File: config.mk
export PLATFORM = sky130hd
export DESIGN_NAME = rpn_stack_calculator
export DESIGN_NICKNAME = d
export VERILOG_FILES = /design/src/rtl/core/rpn_pkg.sv /design/src/rtl/core/rpn_ram.sv /design/src/rtl/core/rpn_div.sv /design/src/rtl/core/rpn_dp.sv /design/src/rtl/core/rpn_ctrl.sv /design/src/rtl/core/rpn_stack_calculator.sv
export SDC_FILE = /design/constraint.sdc
export NUM_CORES = 2
export LEC_CHECK = 0
export BUFFER_PORTS_ARGS = -buffer_cell sky130_fd_sc_hd__buf_2
export CAP_MARGIN = 20
export CORE_MARGIN = 1
export CORE_UTILIZATION = 40
export CTS_CLUSTER_SIZE = 20
export DETAILED_ROUTE_END_ITERATION = 12
export HOLD_SLACK_MARGIN = 0.12
export PLACE_DENSITY = 0.56
export SETUP_SLACK_MARGIN = 0.2
export SLEW_MARGIN = 5
export SYNTH_ARGS = -nofsm -noshare
export SYNTH_HDL_FRONTEND = slang
export SYNTH_SLANG_ARGS = --single-unit
File: constraint.sdc
create_clock -name i_clk -period 13.45 [get_ports i_clk]
set_input_delay 2.0175 -clock i_clk [delete_from_list [all_inputs] [get_ports i_clk]]
set_output_delay 2.0175 -clock i_clk [all_outputs]
set_load 0.05 [all_outputs]
File: src/rtl/core/rpn_pkg.sv
// Shared types and constants of the RPN stack calculator.
package rpn_pkg;

    localparam int DATA_W = 32;

    localparam logic [2:0] ST_PRINTED   = 3'd0;
    localparam logic [2:0] ST_UNDERFLOW = 3'd1;
    localparam logic [2:0] ST_OVERFLOW  = 3'd2;
    localparam logic [2:0] ST_DIVZERO   = 3'd3;
    localparam logic [2:0] ST_END       = 3'd4;

    localparam logic [7:0] CH_NL     = 8'h0A;
    localparam logic [7:0] CH_PRINT  = 8'h21;
    localparam logic [7:0] CH_DOLLAR = 8'h24;
    localparam logic [7:0] CH_MOD    = 8'h25;
    localparam logic [7:0] CH_MUL    = 8'h2A;
    localparam logic [7:0] CH_ADD    = 8'h2B;
    localparam logic [7:0] CH_SUB    = 8'h2D;
    localparam logic [7:0] CH_DIV    = 8'h2F;
    localparam logic [7:0] CH_ZERO   = 8'h30;
    localparam logic [7:0] CH_NINE   = 8'h39;
    localparam logic [7:0] CH_TILDE  = 8'h7E;

    // controller to datapath
    typedef struct packed {
        logic       load_char;
        logic       acc_digit;
        logic       set_comment;
        logic       clr_comment;
        logic       clear_all;
        logic       push;
        logic       drop_num;
        logic       rd_top;
        logic       rd_second;
        logic       load_b;
        logic       load_a;
        logic       div_start;
        logic       ld_alu;
        logic       ld_div;
        logic       wr_res;
        logic       load_val;
        logic       pop;
        logic       emit;
        logic [2:0] emit_status;
        logic       emit_last;
    } t_dp_cmd;

    // datapath to controller
    typedef struct packed {
        logic is_digit;
        logic is_op;
        logic is_div;
        logic is_print;
        logic is_tilde;
        logic is_dollar;
        logic is_nl;
        logic in_comment;
        logic pending;
        logic full;
        logic lt2;
        logic empty;
        logic b_zero;
        logic div_done;
        logic out_free;
    } t_dp_stat;

endpackage

File: src/rtl/core/rpn_ram.sv
// Generic single-write, single-read RAM with registered read data.
module rpn_ram #(
    parameter int WIDTH = 32,
    parameter int DEPTH = 16
) (
    input  logic                     i_clk,
    input  logic                     i_we,
    input  logic [$clog2(DEPTH)-1:0] i_waddr,
    input  logic [WIDTH-1:0]         i_wdata,
    input  logic [$clog2(DEPTH)-1:0] i_raddr,
    output logic [WIDTH-1:0]         o_rdata
);

    logic [WIDTH-1:0] r_mem [DEPTH];
    logic [WIDTH-1:0] r_rdata;

    always_ff @(posedge i_clk) begin
        if (i_we) begin
            r_mem[i_waddr] <= i_wdata;
        end
        r_rdata <= r_mem[i_raddr];
    end

    assign o_rdata = r_rdata;

endmodule

File: src/rtl/core/rpn_div.sv
// Iterative signed 32-bit divider, one quotient bit per cycle, C truncation.
module rpn_div
    import rpn_pkg::*;
(
    input  logic              i_clk,
    input  logic              i_rst_n,
    input  logic              i_start,
    input  logic [DATA_W-1:0] i_dividend,
    input  logic [DATA_W-1:0] i_divisor,
    output logic              o_done,
    output logic [DATA_W-1:0] o_quot,
    output logic [DATA_W-1:0] o_rem
);

    localparam int CNT_W = $clog2(DATA_W + 1);

    logic              r_busy;
    logic              r_done;
    logic [CNT_W-1:0]  r_cnt;
    logic [DATA_W-1:0] r_rem;
    logic [DATA_W-1:0] r_quo;
    logic [DATA_W-1:0] r_dvs;
    logic              r_neg_q;
    logic              r_neg_r;

    logic [DATA_W:0]   w_num;
    logic [DATA_W+1:0] w_diff;
    logic              w_ge;
    logic [DATA_W-1:0] w_abs_n;
    logic [DATA_W-1:0] w_abs_d;

    assign w_abs_n = i_dividend[DATA_W-1] ? (~i_dividend + DATA_W'(1)) : i_dividend;
    assign w_abs_d = i_divisor[DATA_W-1]  ? (~i_divisor + DATA_W'(1))  : i_divisor;

    assign w_num  = {r_rem, r_quo[DATA_W-1]};
    assign w_diff = {1'b0, w_num} - {2'b00, r_dvs};
    assign w_ge   = ~w_diff[DATA_W+1];

    always_ff @(posedge i_clk) begin
        if (!i_rst_n) begin
            r_busy <= 1'b0;
            r_done <= 1'b0;
            r_cnt  <= '0;
        end else begin
            r_done <= 1'b0;
            if (i_start) begin
                r_busy <= 1'b1;
                r_cnt  <= CNT_W'(DATA_W);
            end else if (r_busy) begin
                r_cnt <= r_cnt - CNT_W'(1);
                if (r_cnt == CNT_W'(1)) begin
                    r_busy <= 1'b0;
                    r_done <= 1'b1;
                end
            end
        end
    end

    always_ff @(posedge i_clk) begin
        if (i_start) begin
            r_rem   <= '0;
            r_quo   <= w_abs_n;
            r_dvs   <= w_abs_d;
            r_neg_q <= i_dividend[DATA_W-1] ^ i_divisor[DATA_W-1];
            r_neg_r <= i_dividend[DATA_W-1];
        end else if (r_busy) begin
            r_rem <= w_ge ? w_diff[DATA_W-1:0] : w_num[DATA_W-1:0];
            r_quo <= {r_quo[DATA_W-2:0], w_ge};
        end
    end

    assign o_done = r_done;
    assign o_quot = r_neg_q ? (~r_quo + DATA_W'(1)) : r_quo;
    assign o_rem  = r_neg_r ? (~r_rem + DATA_W'(1)) : r_rem;

endmodule

File: src/rtl/core/rpn_dp.sv
// Datapath: character decode, number builder, operand stack, ALU, divider, result register.
module rpn_dp
    import rpn_pkg::*;
#(
    parameter int STACK_DEPTH = 16
) (
    input  logic               i_clk,
    input  logic               i_rst_n,
    input  logic [7:0]         i_char_in,
    input  t_dp_cmd            i_cmd,
    output t_dp_stat           o_stat,
    input  logic               i_out_ready,
    output logic               o_out_valid,
    output logic signed [31:0] o_value,
    output logic [2:0]         o_status,
    output logic               o_last
);

    localparam int AW = $clog2(STACK_DEPTH);
    localparam int CW = $clog2(STACK_DEPTH + 1);

    logic [7:0]        r_char;
    logic [CW-1:0]     r_count;
    logic [DATA_W-1:0] r_acc;
    logic              r_pend;
    logic              r_comment;
    logic [DATA_W-1:0] r_a;
    logic [DATA_W-1:0] r_b;
    logic [DATA_W-1:0] r_res;
    logic [DATA_W-1:0] r_val;
    logic              r_out_valid;
    logic [DATA_W-1:0] r_out_value;
    logic [2:0]        r_out_status;
    logic              r_out_last;

    logic [7:0]        w_dig8;
    logic [DATA_W-1:0] w_acc_next;
    logic [DATA_W-1:0] w_prod;
    logic [DATA_W-1:0] w_alu;
    logic [DATA_W-1:0] w_rdata;
    logic [DATA_W-1:0] w_quot;
    logic [DATA_W-1:0] w_rem;
    logic              w_div_done;
    logic              w_we;
    logic [AW-1:0]     w_waddr;
    logic [DATA_W-1:0] w_wdata;
    logic [AW-1:0]     w_raddr;
    logic [CW-1:0]     w_cnt_m1;
    logic [CW-1:0]     w_cnt_m2;

    assign w_dig8     = r_char - CH_ZERO;
    assign w_acc_next = (r_acc << 3) + (r_acc << 1) + {{(DATA_W-4){1'b0}}, w_dig8[3:0]};
    assign w_prod     = r_a * r_b;
    assign w_cnt_m1   = r_count - CW'(1);
    assign w_cnt_m2   = r_count - CW'(2);

    always_comb begin
        unique case (r_char)
            CH_ADD:  w_alu = r_a + r_b;
            CH_SUB:  w_alu = r_a - r_b;
            default: w_alu = w_prod;
        endcase
    end

    assign w_we    = i_cmd.push | i_cmd.wr_res;
    assign w_waddr = i_cmd.push ? r_count[AW-1:0] : w_cnt_m2[AW-1:0];
    assign w_wdata = i_cmd.push ? r_acc : r_res;
    assign w_raddr = i_cmd.rd_second ? w_cnt_m2[AW-1:0] : w_cnt_m1[AW-1:0];

    rpn_ram #(
        .WIDTH (DATA_W),
        .DEPTH (STACK_DEPTH)
    ) u_stack (
        .i_clk   (i_clk),
        .i_we    (w_we),
        .i_waddr (w_waddr),
        .i_wdata (w_wdata),
        .i_raddr (w_raddr),
        .o_rdata (w_rdata)
    );

    rpn_div u_div (
        .i_clk      (i_clk),
        .i_rst_n    (i_rst_n),
        .i_start    (i_cmd.div_start),
        .i_dividend (r_a),
        .i_divisor  (r_b),
        .o_done     (w_div_done),
        .o_quot     (w_quot),
        .o_rem      (w_rem)
    );

    always_ff @(posedge i_clk) begin
        if (!i_rst_n) begin
            r_count     <= '0;
            r_acc       <= '0;
            r_pend      <= 1'b0;
            r_comment   <= 1'b0;
            r_out_valid <= 1'b0;
        end else begin
            if (i_cmd.clear_all) begin
                r_count   <= '0;
                r_acc     <= '0;
                r_pend    <= 1'b0;
                r_comment <= 1'b0;
            end else begin
                if (i_cmd.set_comment) begin
                    r_comment <= 1'b1;
                end else if (i_cmd.clr_comment) begin
                    r_comment <= 1'b0;
                end
                if (i_cmd.acc_digit) begin
                    r_acc  <= w_acc_next;
                    r_pend <= 1'b1;
                end else if (i_cmd.push || i_cmd.drop_num) begin
                    r_acc  <= '0;
                    r_pend <= 1'b0;
                end
                if (i_cmd.push) begin
                    r_count <= r_count + CW'(1);
                end else if (i_cmd.wr_res || i_cmd.pop) begin
                    r_count <= w_cnt_m1;
                end
            end
            if (i_cmd.emit) begin
                r_out_valid <= 1'b1;
            end else if (i_out_ready) begin
                r_out_valid <= 1'b0;
            end
        end
    end

    always_ff @(posedge i_clk) begin
        if (i_cmd.load_char) begin
            r_char <= i_char_in;
        end
        if (i_cmd.load_b) begin
            r_b <= w_rdata;
        end
        if (i_cmd.load_a) begin
            r_a <= w_rdata;
        end
        if (i_cmd.ld_alu) begin
            r_res <= w_alu;
        end else if (i_cmd.ld_div) begin
            r_res <= (r_char == CH_DIV) ? w_quot : w_rem;
        end
        if (i_cmd.load_val) begin
            r_val <= w_rdata;
        end
        if (i_cmd.emit) begin
            r_out_status <= i_cmd.emit_status;
            r_out_last   <= i_cmd.emit_last;
            r_out_value  <= (i_cmd.emit_status == ST_PRINTED) ? r_val : '0;
        end
    end

    assign o_stat.is_digit   = (r_char >= CH_ZERO) && (r_char <= CH_NINE);
    assign o_stat.is_op      = (r_char == CH_ADD) || (r_char == CH_SUB) || (r_char == CH_MUL)
                             || (r_char == CH_DIV) || (r_char == CH_MOD);
    assign o_stat.is_div     = (r_char == CH_DIV) || (r_char == CH_MOD);
    assign o_stat.is_print   = (r_char == CH_PRINT);
    assign o_stat.is_tilde   = (r_char == CH_TILDE);
    assign o_stat.is_dollar  = (r_char == CH_DOLLAR);
    assign o_stat.is_nl      = (r_char == CH_NL);
    assign o_stat.in_comment = r_comment;
    assign o_stat.pending    = r_pend;
    assign o_stat.full       = (r_count == CW'(STACK_DEPTH));
    assign o_stat.lt2        = (r_count < CW'(2));
    assign o_stat.empty      = (r_count == '0);
    assign o_stat.b_zero     = (r_b == '0);
    assign o_stat.div_done   = w_div_done;
    assign o_stat.out_free   = ~r_out_valid | i_out_ready;

    assign o_out_valid = r_out_valid;
    assign o_value     = signed'(r_out_value);
    assign o_status    = r_out_status;
    assign o_last      = r_out_last;

endmodule

File: src/rtl/core/rpn_ctrl.sv
// Controller: sequences one character through decode, stack access, execute and result emission.
module rpn_ctrl
    import rpn_pkg::*;
(
    input  logic     i_clk,
    input  logic     i_rst_n,
    input  logic     i_in_valid,
    output logic     o_in_ready,
    input  t_dp_stat i_stat,
    output t_dp_cmd  o_cmd
);

    typedef enum logic [3:0] {
        S_IDLE,
        S_DECODE,
        S_OPER,
        S_RD1,
        S_RD2,
        S_EXEC,
        S_DIVW,
        S_WB,
        S_PRNT,
        S_FIN
    } t_state;

    t_state     r_state, n_state;
    logic       r_ovf, n_ovf;
    logic       r_has_res, n_has_res;
    logic [2:0] r_code, n_code;

    always_comb begin
        n_state   = r_state;
        n_ovf     = r_ovf;
        n_has_res = r_has_res;
        n_code    = r_code;
        o_cmd     = '0;

        unique case (r_state)
            S_IDLE: begin
                o_cmd.load_char = i_in_valid;
                n_ovf           = 1'b0;
                n_has_res       = 1'b0;
                if (i_in_valid) begin
                    n_state = S_DECODE;
                end
            end
            S_DECODE: begin
                priority if (i_stat.in_comment) begin
                    o_cmd.clr_comment = i_stat.is_nl;
                    n_state           = S_IDLE;
                end else if (i_stat.is_digit) begin
                    o_cmd.acc_digit = 1'b1;
                    n_state         = S_IDLE;
                end else if (i_stat.is_tilde) begin
                    o_cmd.set_comment = 1'b1;
                    n_state           = S_IDLE;
                end else if (i_stat.is_dollar) begin
                    o_cmd.clear_all = 1'b1;
                    n_has_res       = 1'b1;
                    n_code          = ST_END;
                    n_state         = S_FIN;
                end else begin
                    if (i_stat.pending) begin
                        if (i_stat.full) begin
                            o_cmd.drop_num = 1'b1;
                            n_ovf          = 1'b1;
                        end else begin
                            o_cmd.push = 1'b1;
                        end
                    end
                    n_state = S_OPER;
                end
            end
            S_OPER: begin
                priority if (i_stat.is_op) begin
                    if (i_stat.lt2) begin
                        n_has_res = 1'b1;
                        n_code    = ST_UNDERFLOW;
                        n_state   = S_FIN;
                    end else begin
                        o_cmd.rd_top = 1'b1;
                        n_state      = S_RD1;
                    end
                end else if (i_stat.is_print) begin
                    if (i_stat.empty) begin
                        n_has_res = 1'b1;
                        n_code    = ST_UNDERFLOW;
                        n_state   = S_FIN;
                    end else begin
                        o_cmd.rd_top = 1'b1;
                        n_state      = S_PRNT;
                    end
                end else begin
                    n_state = S_FIN;
                end
            end
            S_RD1: begin
                o_cmd.load_b    = 1'b1;
                o_cmd.rd_second = 1'b1;
                n_state         = S_RD2;
            end
            S_RD2: begin
                o_cmd.load_a = 1'b1;
                n_state      = S_EXEC;
            end
            S_EXEC: begin
                priority if (i_stat.is_div && i_stat.b_zero) begin
                    n_has_res = 1'b1;
                    n_code    = ST_DIVZERO;
                    n_state   = S_FIN;
                end else if (i_stat.is_div) begin
                    o_cmd.div_start = 1'b1;
                    n_state         = S_DIVW;
                end else begin
                    o_cmd.ld_alu = 1'b1;
                    n_state      = S_WB;
                end
            end
            S_DIVW: begin
                if (i_stat.div_done) begin
                    o_cmd.ld_div = 1'b1;
                    n_state      = S_WB;
                end
            end
            S_WB: begin
                o_cmd.wr_res = 1'b1;
                n_state      = S_FIN;
            end
            S_PRNT: begin
                o_cmd.load_val = 1'b1;
                o_cmd.pop      = 1'b1;
                n_has_res      = 1'b1;
                n_code         = ST_PRINTED;
                n_state        = S_FIN;
            end
            S_FIN: begin
                // overflow of the pushed number goes first, then the operator's own item
                priority if (r_ovf) begin
                    if (i_stat.out_free) begin
                        o_cmd.emit        = 1'b1;
                        o_cmd.emit_status = ST_OVERFLOW;
                        o_cmd.emit_last   = ~r_has_res;
                        n_ovf             = 1'b0;
                        if (!r_has_res) begin
                            n_state = S_IDLE;
                        end
                    end
                end else if (r_has_res) begin
                    if (i_stat.out_free) begin
                        o_cmd.emit        = 1'b1;
                        o_cmd.emit_status = r_code;
                        o_cmd.emit_last   = 1'b1;
                        n_has_res         = 1'b0;
                        n_state           = S_IDLE;
                    end
                end else begin
                    n_state = S_IDLE;
                end
            end
            default: begin
                n_state = S_IDLE;
            end
        endcase
    end

    always_ff @(posedge i_clk) begin
        if (!i_rst_n) begin
            r_state   <= S_IDLE;
            r_ovf     <= 1'b0;
            r_has_res <= 1'b0;
            r_code    <= ST_PRINTED;
        end else begin
            r_state   <= n_state;
            r_ovf     <= n_ovf;
            r_has_res <= n_has_res;
            r_code    <= n_code;
        end
    end

    assign o_in_ready = (r_state == S_IDLE);

endmodule

File: src/rtl/core/rpn_stack_calculator.sv
// Top level of the RPN stack calculator: controller plus datapath.
//
// Input channel (i_in_valid / o_in_ready, i_char_in) takes one program character per item.
// Output channel (o_out_valid / i_out_ready) gives o_value, o_status and o_last; a character
// yields zero, one or two result items, o_last marking the final one.
// One character is worked on at a time; '/' and '%' run through the shift-subtract
// divider. A number dropped on a full stack gives an overflow item. Stack reads go one
// at a time through the single read port of the operand stack RAM, so a binary operator
// fetches its top operand first and then the second one.
// A result sits in a one-deep output register; the next character is taken while it waits.
// If the receiver stalls, the block holds at the point where it must emit a further item.
// Reset (synchronous, active low) empties the stack, clears the number being built and any
// comment, and drops an undelivered result. The stack RAM itself is not cleared.
// Overflow, underflow and divide by zero leave the stack unchanged.
module rpn_stack_calculator
    import rpn_pkg::*;
#(
    parameter int STACK_DEPTH = 16
) (
    input  logic               i_clk,
    input  logic               i_rst_n,
    input  logic               i_in_valid,
    output logic               o_in_ready,
    input  logic [7:0]         i_char_in,
    output logic               o_out_valid,
    input  logic               i_out_ready,
    output logic signed [31:0] o_value,
    output logic [2:0]         o_status,
    output logic               o_last
);

    t_dp_cmd  w_cmd;
    t_dp_stat w_stat;

    rpn_ctrl u_ctrl (
        .i_clk      (i_clk),
        .i_rst_n    (i_rst_n),
        .i_in_valid (i_in_valid),
        .o_in_ready (o_in_ready),
        .i_stat     (w_stat),
        .o_cmd      (w_cmd)
    );

    rpn_dp #(
        .STACK_DEPTH (STACK_DEPTH)
    ) u_dp (
        .i_clk       (i_clk),
        .i_rst_n     (i_rst_n),
        .i_char_in   (i_char_in),
        .i_cmd       (w_cmd),
        .o_stat      (w_stat),
        .i_out_ready (i_out_ready),
        .o_out_valid (o_out_valid),
        .o_value     (o_value),
        .o_status    (o_status),
        .o_last      (o_last)
    );

endmodule

======== After elaboration in Yosys (flattened, before gate mapping) ========
Memory sizes are Yosys's and may differ from the RTL's. A register that Yosys moved wholly into a read port is not among the register bits.
Index checks and enable logic that the tools add are counted.
word-level totals
  bits in writable memories ............... 512
  bits of input ports ..................... 12
  register bits ........................... 327
  memories kept ........................... 1
memory list
  name                depth  width  rd ports  clocked after memory_dff  write ports  line           RTL
  u_dp.u_stack.r_mem  16     32     1         1                         1            rpn_ram.sv:14  logic [WIDTH-1:0] r_mem [DEPTH];
cells by class
  multipliers ............................. 1
  reduce and logical (&&, ||, !) cells .... 30
  bitwise logic cells ..................... 12
  eq/ne operators ......................... 37
  add/sub/neg operators ................... 14
  muxes and demuxes ....................... 111
  magnitude comparators ................... 3
operators by type and width
  cell                                                                    number
  32-bit 2-to-1 mux                                                       12
  32-bit by 1-bit adder with 32-bit output (second input constant)        4
  32-bit NOT                                                              4
  4-bit 2-to-1 mux                                                        17
  32-bit adder                                                            2
  32-bit case mux with 2 select lines                                     1
  8-bit by 6-bit equality test with 1-bit output (second input constant)  7
  1-bit 2-to-1 mux                                                        47
  3-bit 2-to-1 mux                                                        12
  4-bit case mux with 9 select lines                                      1
  5-bit 2-to-1 mux                                                        7
  33-bit by 32-bit subtractor with 34-bit output                          1
  32-bit by 4-bit adder with 32-bit output                                1
  32-bit zero test                                                        1
  32-bit by 32-bit multiplier with 32-bit output                          1
  32-bit subtractor                                                       1
  31-bit 2-to-1 mux                                                       1
  6-bit 2-to-1 mux                                                        3
  4-bit by 3-bit equality test with 1-bit output (second input constant)  4
  2-bit 2-to-1 mux                                                        7
  2-bit != test (second input constant)                                   6
  3-bit case mux with 4 select lines                                      1
  2-bit nonzero test                                                      6
  2-bit by 1-bit != test with 1-bit output (second input constant)        5
  other kinds (37)                                                        56

======== Longest topological paths before layout ========
  depth in word-level cells ............... 11
  mapped depth ............................ 28

======== Hierarchy ========
A second synthesis with hierarchy kept.
second synthesis, totals
  cell total of the unflattened synthesis .. 4,820
  area total of the unflattened synthesis .. 57,231.1 sq um
by module, submodules not included
  module    cells each  area each (sq um)  instances
  rpn_dp    2,869       28,152.0           1
  rpn_ram   838         19,835.3           1
  rpn_div   991         8,361.8            1
  rpn_ctrl  122         882.1              1

======== Worst setup path before layout ========
Ideal clock, no wire load.
  kind .................................... reg-to-reg
  start ................................... register u_dp.r_b[8]
  end ..................................... register u_dp.r_res[30] (data pin)
  buffers on the path ..................... 2
  path slack .............................. 6,477 ps
  period minus slack after synthesis ...... 6,973 ps
  arrival ................................. 6,696 ps
  cell stages (with the launch flop) ...... 26
  data required time ...................... 13,174 ps
  cells stage by stage .................... edfxtp_1 > clkbuf_1 > buf_1 > nand2_1 > fa_1 > inv_1 > fa_1 > fa_1 > inv_1 > fa_1 > inv_1 > fa_1 > inv_1 > fa_1 > inv_1 > fa_1 > fa_1 > ha_1 > nor3_1 > a211o_1 > a31oi_1 > nand3_1 > a311o_1 > xnor2_1 > nor3_1 > a311oi_1
on the way
  cells in the longest elaborated chain, start to end .. 5
  elaborated cells on any way between the ends .. 9
  classes of those cells .................. add/sub: 2; mul: 1; mux: 4; reduce/logical: 2
RTL lines
  what                                                                                    line           RTL
  from (decl)                                                                             rpn_dp.sv:28   logic [DATA_W-1:0] r_b;
  from (signal assigned)                                                                  rpn_dp.sv:138  r_b <= w_rdata;
  branches (longest 4 deep; another with 32-bit by 32-bit multiplier with 32-bit output)  -
  32-bit 2-to-1 mux *                                                                     rpn_dp.sv:143  if (i_cmd.ld_alu) begin
  to (signal assigned)                                                                    rpn_dp.sv:144  r_res <= w_alu;
  to (signal assigned)                                                                    rpn_dp.sv:146  r_res <= (r_char == CH_DIV) ? w_quot : w_rem;
  to (decl)                                                                               rpn_dp.sv:29   logic [DATA_W-1:0] r_res;
Every way passes the cells marked *.
A chain may end at the register's enable or synchronous reset.

======== Worst setup path in the final report ========
  start ................................... register u_dp.r_a[15]
  end ..................................... register u_dp.r_res[30] (data pin)
on the way
  cells in the longest elaborated chain, start to end .. 3
  elaborated cells on any way between the ends .. 5
  classes of those cells .................. add/sub: 2; mul: 1; mux: 2
RTL lines
  what                                                                          line           RTL
  from (decl)                                                                   rpn_dp.sv:27   logic [DATA_W-1:0] r_a;
  from (signal assigned)                                                        rpn_dp.sv:141  r_a <= w_rdata;
  32-bit by 32-bit multiplier with 32-bit output, or another cell as far along  rpn_dp.sv:53   assign w_prod = r_a * r_b;
  32-bit case mux with 2 select lines *                                         rpn_dp.sv:58   unique case (r_char)
  32-bit 2-to-1 mux *                                                           rpn_dp.sv:143
Every way passes the cells marked *; elsewhere a longest branch is shown, timed or not.

==> results_dict.tcl <==
set metrics [dict create \
    cts_buffers 89 \
    synthMuxAreaShare_pct 5.86 \
    design_area_mm2 0.0623 \
    io_buffers 49 \
    endpoint_kind "register" \
    vias_per_cell 5.51 \
    power.density_cell_area_mw_per_mm2 205 \
    yosys.area_share.simple_pct 12.2 \
    tightest_slew_ns 1.09 \
    synth_compound_area_share_pct 8.18 \
    die-width_um 379 \
    critPathMaxFanout 21 \
    grt_overflow 0 \
    max_cap_viol_count 0 \
    final_common_cell "edfxtp_1" \
    grt_max_degree 91 \
    layout_common_cells "750 x edfxtp_1, 581 x nand2_1, 453 x inv_1, 412 x fa_1, 349 x and2_1" \
    cts_max_path_buffers 3 \
    yosys.area_share.adder_pct 20.2 \
    slew_viol_final 0 \
    hold_buffers 0 \
    rsz0062_at_grt "no" \
    grt_pass1_wl_um 238000 \
    die_y_um 379 \
    seq_area_mm2 0.0249 \
    p_seq_share_pct 25.5 \
    synth_cells 4894 \
    fin_nets 5548 \
    cts-root-buf "clkbuf_16" \
    synth_area_mm2 0.0568 \
    utilization_pct 44.5 \
    multi_input_area_mm2 0.0294 \
    hp-class "reg2reg" \
    rr_worst_depth 22 \
    hp-start "u_dp.u_stack.o_rdata[28]" \
    place.detailed.hpwl_um 106000 \
    arrival_ns 8.32 \
    p_leak_nw 24.4 \
    critical_path_class "reg2reg" \
    whs_endpoint "u_dp.r_b[28]" \
    synth_top_family_by_area "adder cells" \
    io_pins 50 \
    relSlewSlack_pct 27.5 \
    placed_area_mm2 0.0593 \
    core_mm2 0.140 \
    die_area_mm2 0.143 \
    p_int_w 0.00761 \
    drc_errors 0 \
    clock_latency_ns 0.70 \
    worstPathRequired_ns 13.94 \
    period_minus_slack_ns 7.83 \
    switching_share_pct 40.4 \
    setup_tns_ns 0 \
    nFillCells 13100 \
    avgSynthCellArea_um2 11.6 \
    ys_async_sr_fraction_pct 0 \
    combinationalPowerShare_pct 54.4 \
    ant_nets 0 \
    drive_above_1_share_pct 9.73 \
    synth-xor-area-share_pct 4.91 \
    gp_congestion 0.897 \
    postCtsSetupBuffers 0 \
    ys_ff_latch 871 \
    outcome "finished clean" \
    antenna_found_initial 18 \
    worstReg2RegEnd "u_dp.r_res[30]" \
    finClkSkew_ns 0.0258 \
    track_usage_pct 22.3 \
    setup_viol 0 \
    fin_crit_sh_pct 58.2 \
    h-tree-depth 3 \
    max_freq_mhz 128 \
    yosysWarnings 0 \
    startpoint "u_dp.r_a[15]" \
    hold_violations 0 \
    r2r_start "u_dp.r_a[15]" \
    clkPwrFrac_pct 20.0 \
    whs_path_depth 0 \
    dr.first_iter.drc_count 3253 \
    start_util_pct 40.5 \
    synth_cell_types 76 \
    grt_pass1_vias 37600 \
    vias 37600 \
    rows 137 \
    netSwitchingPower_w 0.00517 \
    ir_worst_vdd_v 0.000435 \
    dominantRegCellSynth "edfxtp_1" \
    cp-start-kind "register" \
    ys_seq_area_share_pct 43.9 \
    path_clk_slew_ns 0.06 \
    cts_resized 0 \
    cts_sinks 871 \
    regToRegSetupSlack_ns 5.62 \
    wl_per_cell_um 23.1 \
    dr.pass1.iters 6 \
    synth_edf_count 750 \
    cts_tree "done" \
    wirelength_um 157000 \
    holdWs_ns 0.467 \
    syn2layout_area_growth_pct 9.81 \
    synthesis.nets 5574 \
]
-- cell usage after synthesis (8+ instances only) --
| cell type | count | share of area (%) |
|---|---|---|
| fa_1 | 412 | 15 |
| nor2_1 | 167 | 1.1 |
| clkbuf_1 | 227 | 1.5 |
| xnor2_1 | 176 | 2.7 |
| or3_1 | 37 | 0.41 |
| nor2b_1 | 54 | 0.59 |
| and3_1 | 18 | 0.20 |
| mux2i_1 | 43 | 0.76 |
| a21oi_1 | 200 | 1.8 |
| a211oi_1 | 61 | 0.81 |
| or2_2 | 19 | 0.21 |
| o21a_1 | 29 | 0.38 |
| mux4_2 | 128 | 5.1 |
| o31ai_1 | 45 | 0.59 |
| a31oi_1 | 34 | 0.37 |
| dfxtp_1 | 121 | 4.3 |
| nand4_1 | 8 | 0.088 |
| inv_1 | 453 | 3.0 |
| a22oi_1 | 13 | 0.17 |
| o211ai_1 | 24 | 0.32 |
| a21boi_0 | 10 | 0.13 |
| nor4_1 | 11 | 0.12 |
| a21o_1 | 45 | 0.59 |
| nor3_1 | 44 | 0.39 |
| o21ai_0 | 206 | 1.8 |
| nand2_1 | 581 | 3.8 |
| and2_1 | 349 | 3.8 |
| ha_1 | 256 | 5.6 |
| or4_1 | 19 | 0.25 |
| o41ai_1 | 15 | 0.23 |
| buf_1 | 24 | 0.16 |
| nand2b_1 | 19 | 0.21 |
| nand3_1 | 50 | 0.44 |
| xor2_1 | 142 | 2.2 |
| edfxtp_1 | 750 | 40 |
| buf_2 | 9 | 0.079 |
-- worst max-delay path, cell delays in order (launching register included) --
cell and delay [ns]:
edfxtp_1 1.05, and2_1 0.27, fa_1 0.41, inv_1 0.08
fa_1 0.44, fa_1 0.51, fa_1 0.55, inv_1 0.05
fa_1 0.50, inv_1 0.06, fa_1 0.54, inv_1 0.05
fa_1 0.49, fa_1 0.41, ha_1 0.40, nor3_1 0.08
a211o_1 0.29, a31oi_1 0.43, nand3_1 0.21, a311o_1 0.32
xnor2_1 0.13, nor3_1 0.06, a311oi_1 0.29
-- how the worst max path moves through the flow --
stage,to,cells after the start
2_1_floorplan,u_dp.r_res[30],25
3_3_place_gp,u_dp.r_res[30],22
3_5_place_dp,u_dp.r_res[30],22
4_1_cts,u_dp.r_res[30],22
5_1_grt,u_dp.r_res[30],22
6_report,u_dp.r_res[30],22
-- metal layers --
metal	vias up	global-route usage, %	part of all wire (%)
li1	16900	-	-
met1	19300	30.8	43
met2	1145	36.4	48
met3	223	3.05	6.3
met4	2	6.35	2.8
met5	-	0	0.0045
-- cell type report --
type | instances | share of cell area [%]
Multi-Input combinational cell | 3310 | 47.1
Sequential cell | 871 | 40.0
Clock buffer | 116 | 3.92
Tap cell | 1876 | 3.76
Inverter | 453 | 2.73
Timing Repair Buffer | 143 | 1.56
Clock inverter | 50 | 0.903
Antenna cell | 1 | 0.00401
-- power groups by stage --
stage	combinational (W)	clock [W]	sequential, W
6_report	0.00696	0.00256	0.00326
3_3_place_gp	0.00702	0	0.00331
4_1_cts	0.00705	0.00261	0.00326
3_5_place_dp	0.00701	0	0.00331
5_1_grt	0.00782	0.00270	0.00327
2_1_floorplan	0.00534	0	0.00317
-- flip-flops by register name, indices dropped and copies added, names as in the netlist, 3 cells and up --
register / flops
u_dp.r_res: 32
u_dp.o_value: 32
u_dp.r_val: 32
u_dp.r_char: 8
u_dp.u_div.r_rem: 32
u_dp.r_count: 5
u_dp.u_stack.r_mem: 512
u_ctrl.r_code: 3
u_dp.r_a: 32
u_dp.u_div.r_quo: 32
u_dp.r_acc: 32
u_dp.r_b: 32
u_dp.u_div.r_dvs: 32
u_dp.u_stack.o_rdata: 32
u_dp.u_div.r_cnt: 6
u_ctrl.r_state: 4
u_dp.o_status: 3
-- metrics by stage --
| stage | std cells | worst slack [ns] | power [W] |
|---|---|---|---|
| floorplan | 4894 | 6.48 | 0.00851 |
| global placement | 6652 | 5.80 | 0.0103 |
| detailed placement | 6652 | 5.68 | 0.0103 |
| CTS | 6818 | 5.65 | 0.0129 |
| global route | 6819 | 5.28 | 0.0138 |
| finish | 6820 | 5.62 | 0.0128 |
-- cells by family (layout without fill, tap and decap cells) --
kind of cell | count (synthesis) | in the layout
simple gates | 1407 | 1407
flops | 871 | 871
compound gates | 744 | 744
buf+inv | 713 | 762
fa+ha+maj | 669 | 669
xor+xnor | 318 | 318
mux | 172 | 172
other cells | 0 | 1
No activity file was read; power rests on OpenSTA's default activity.
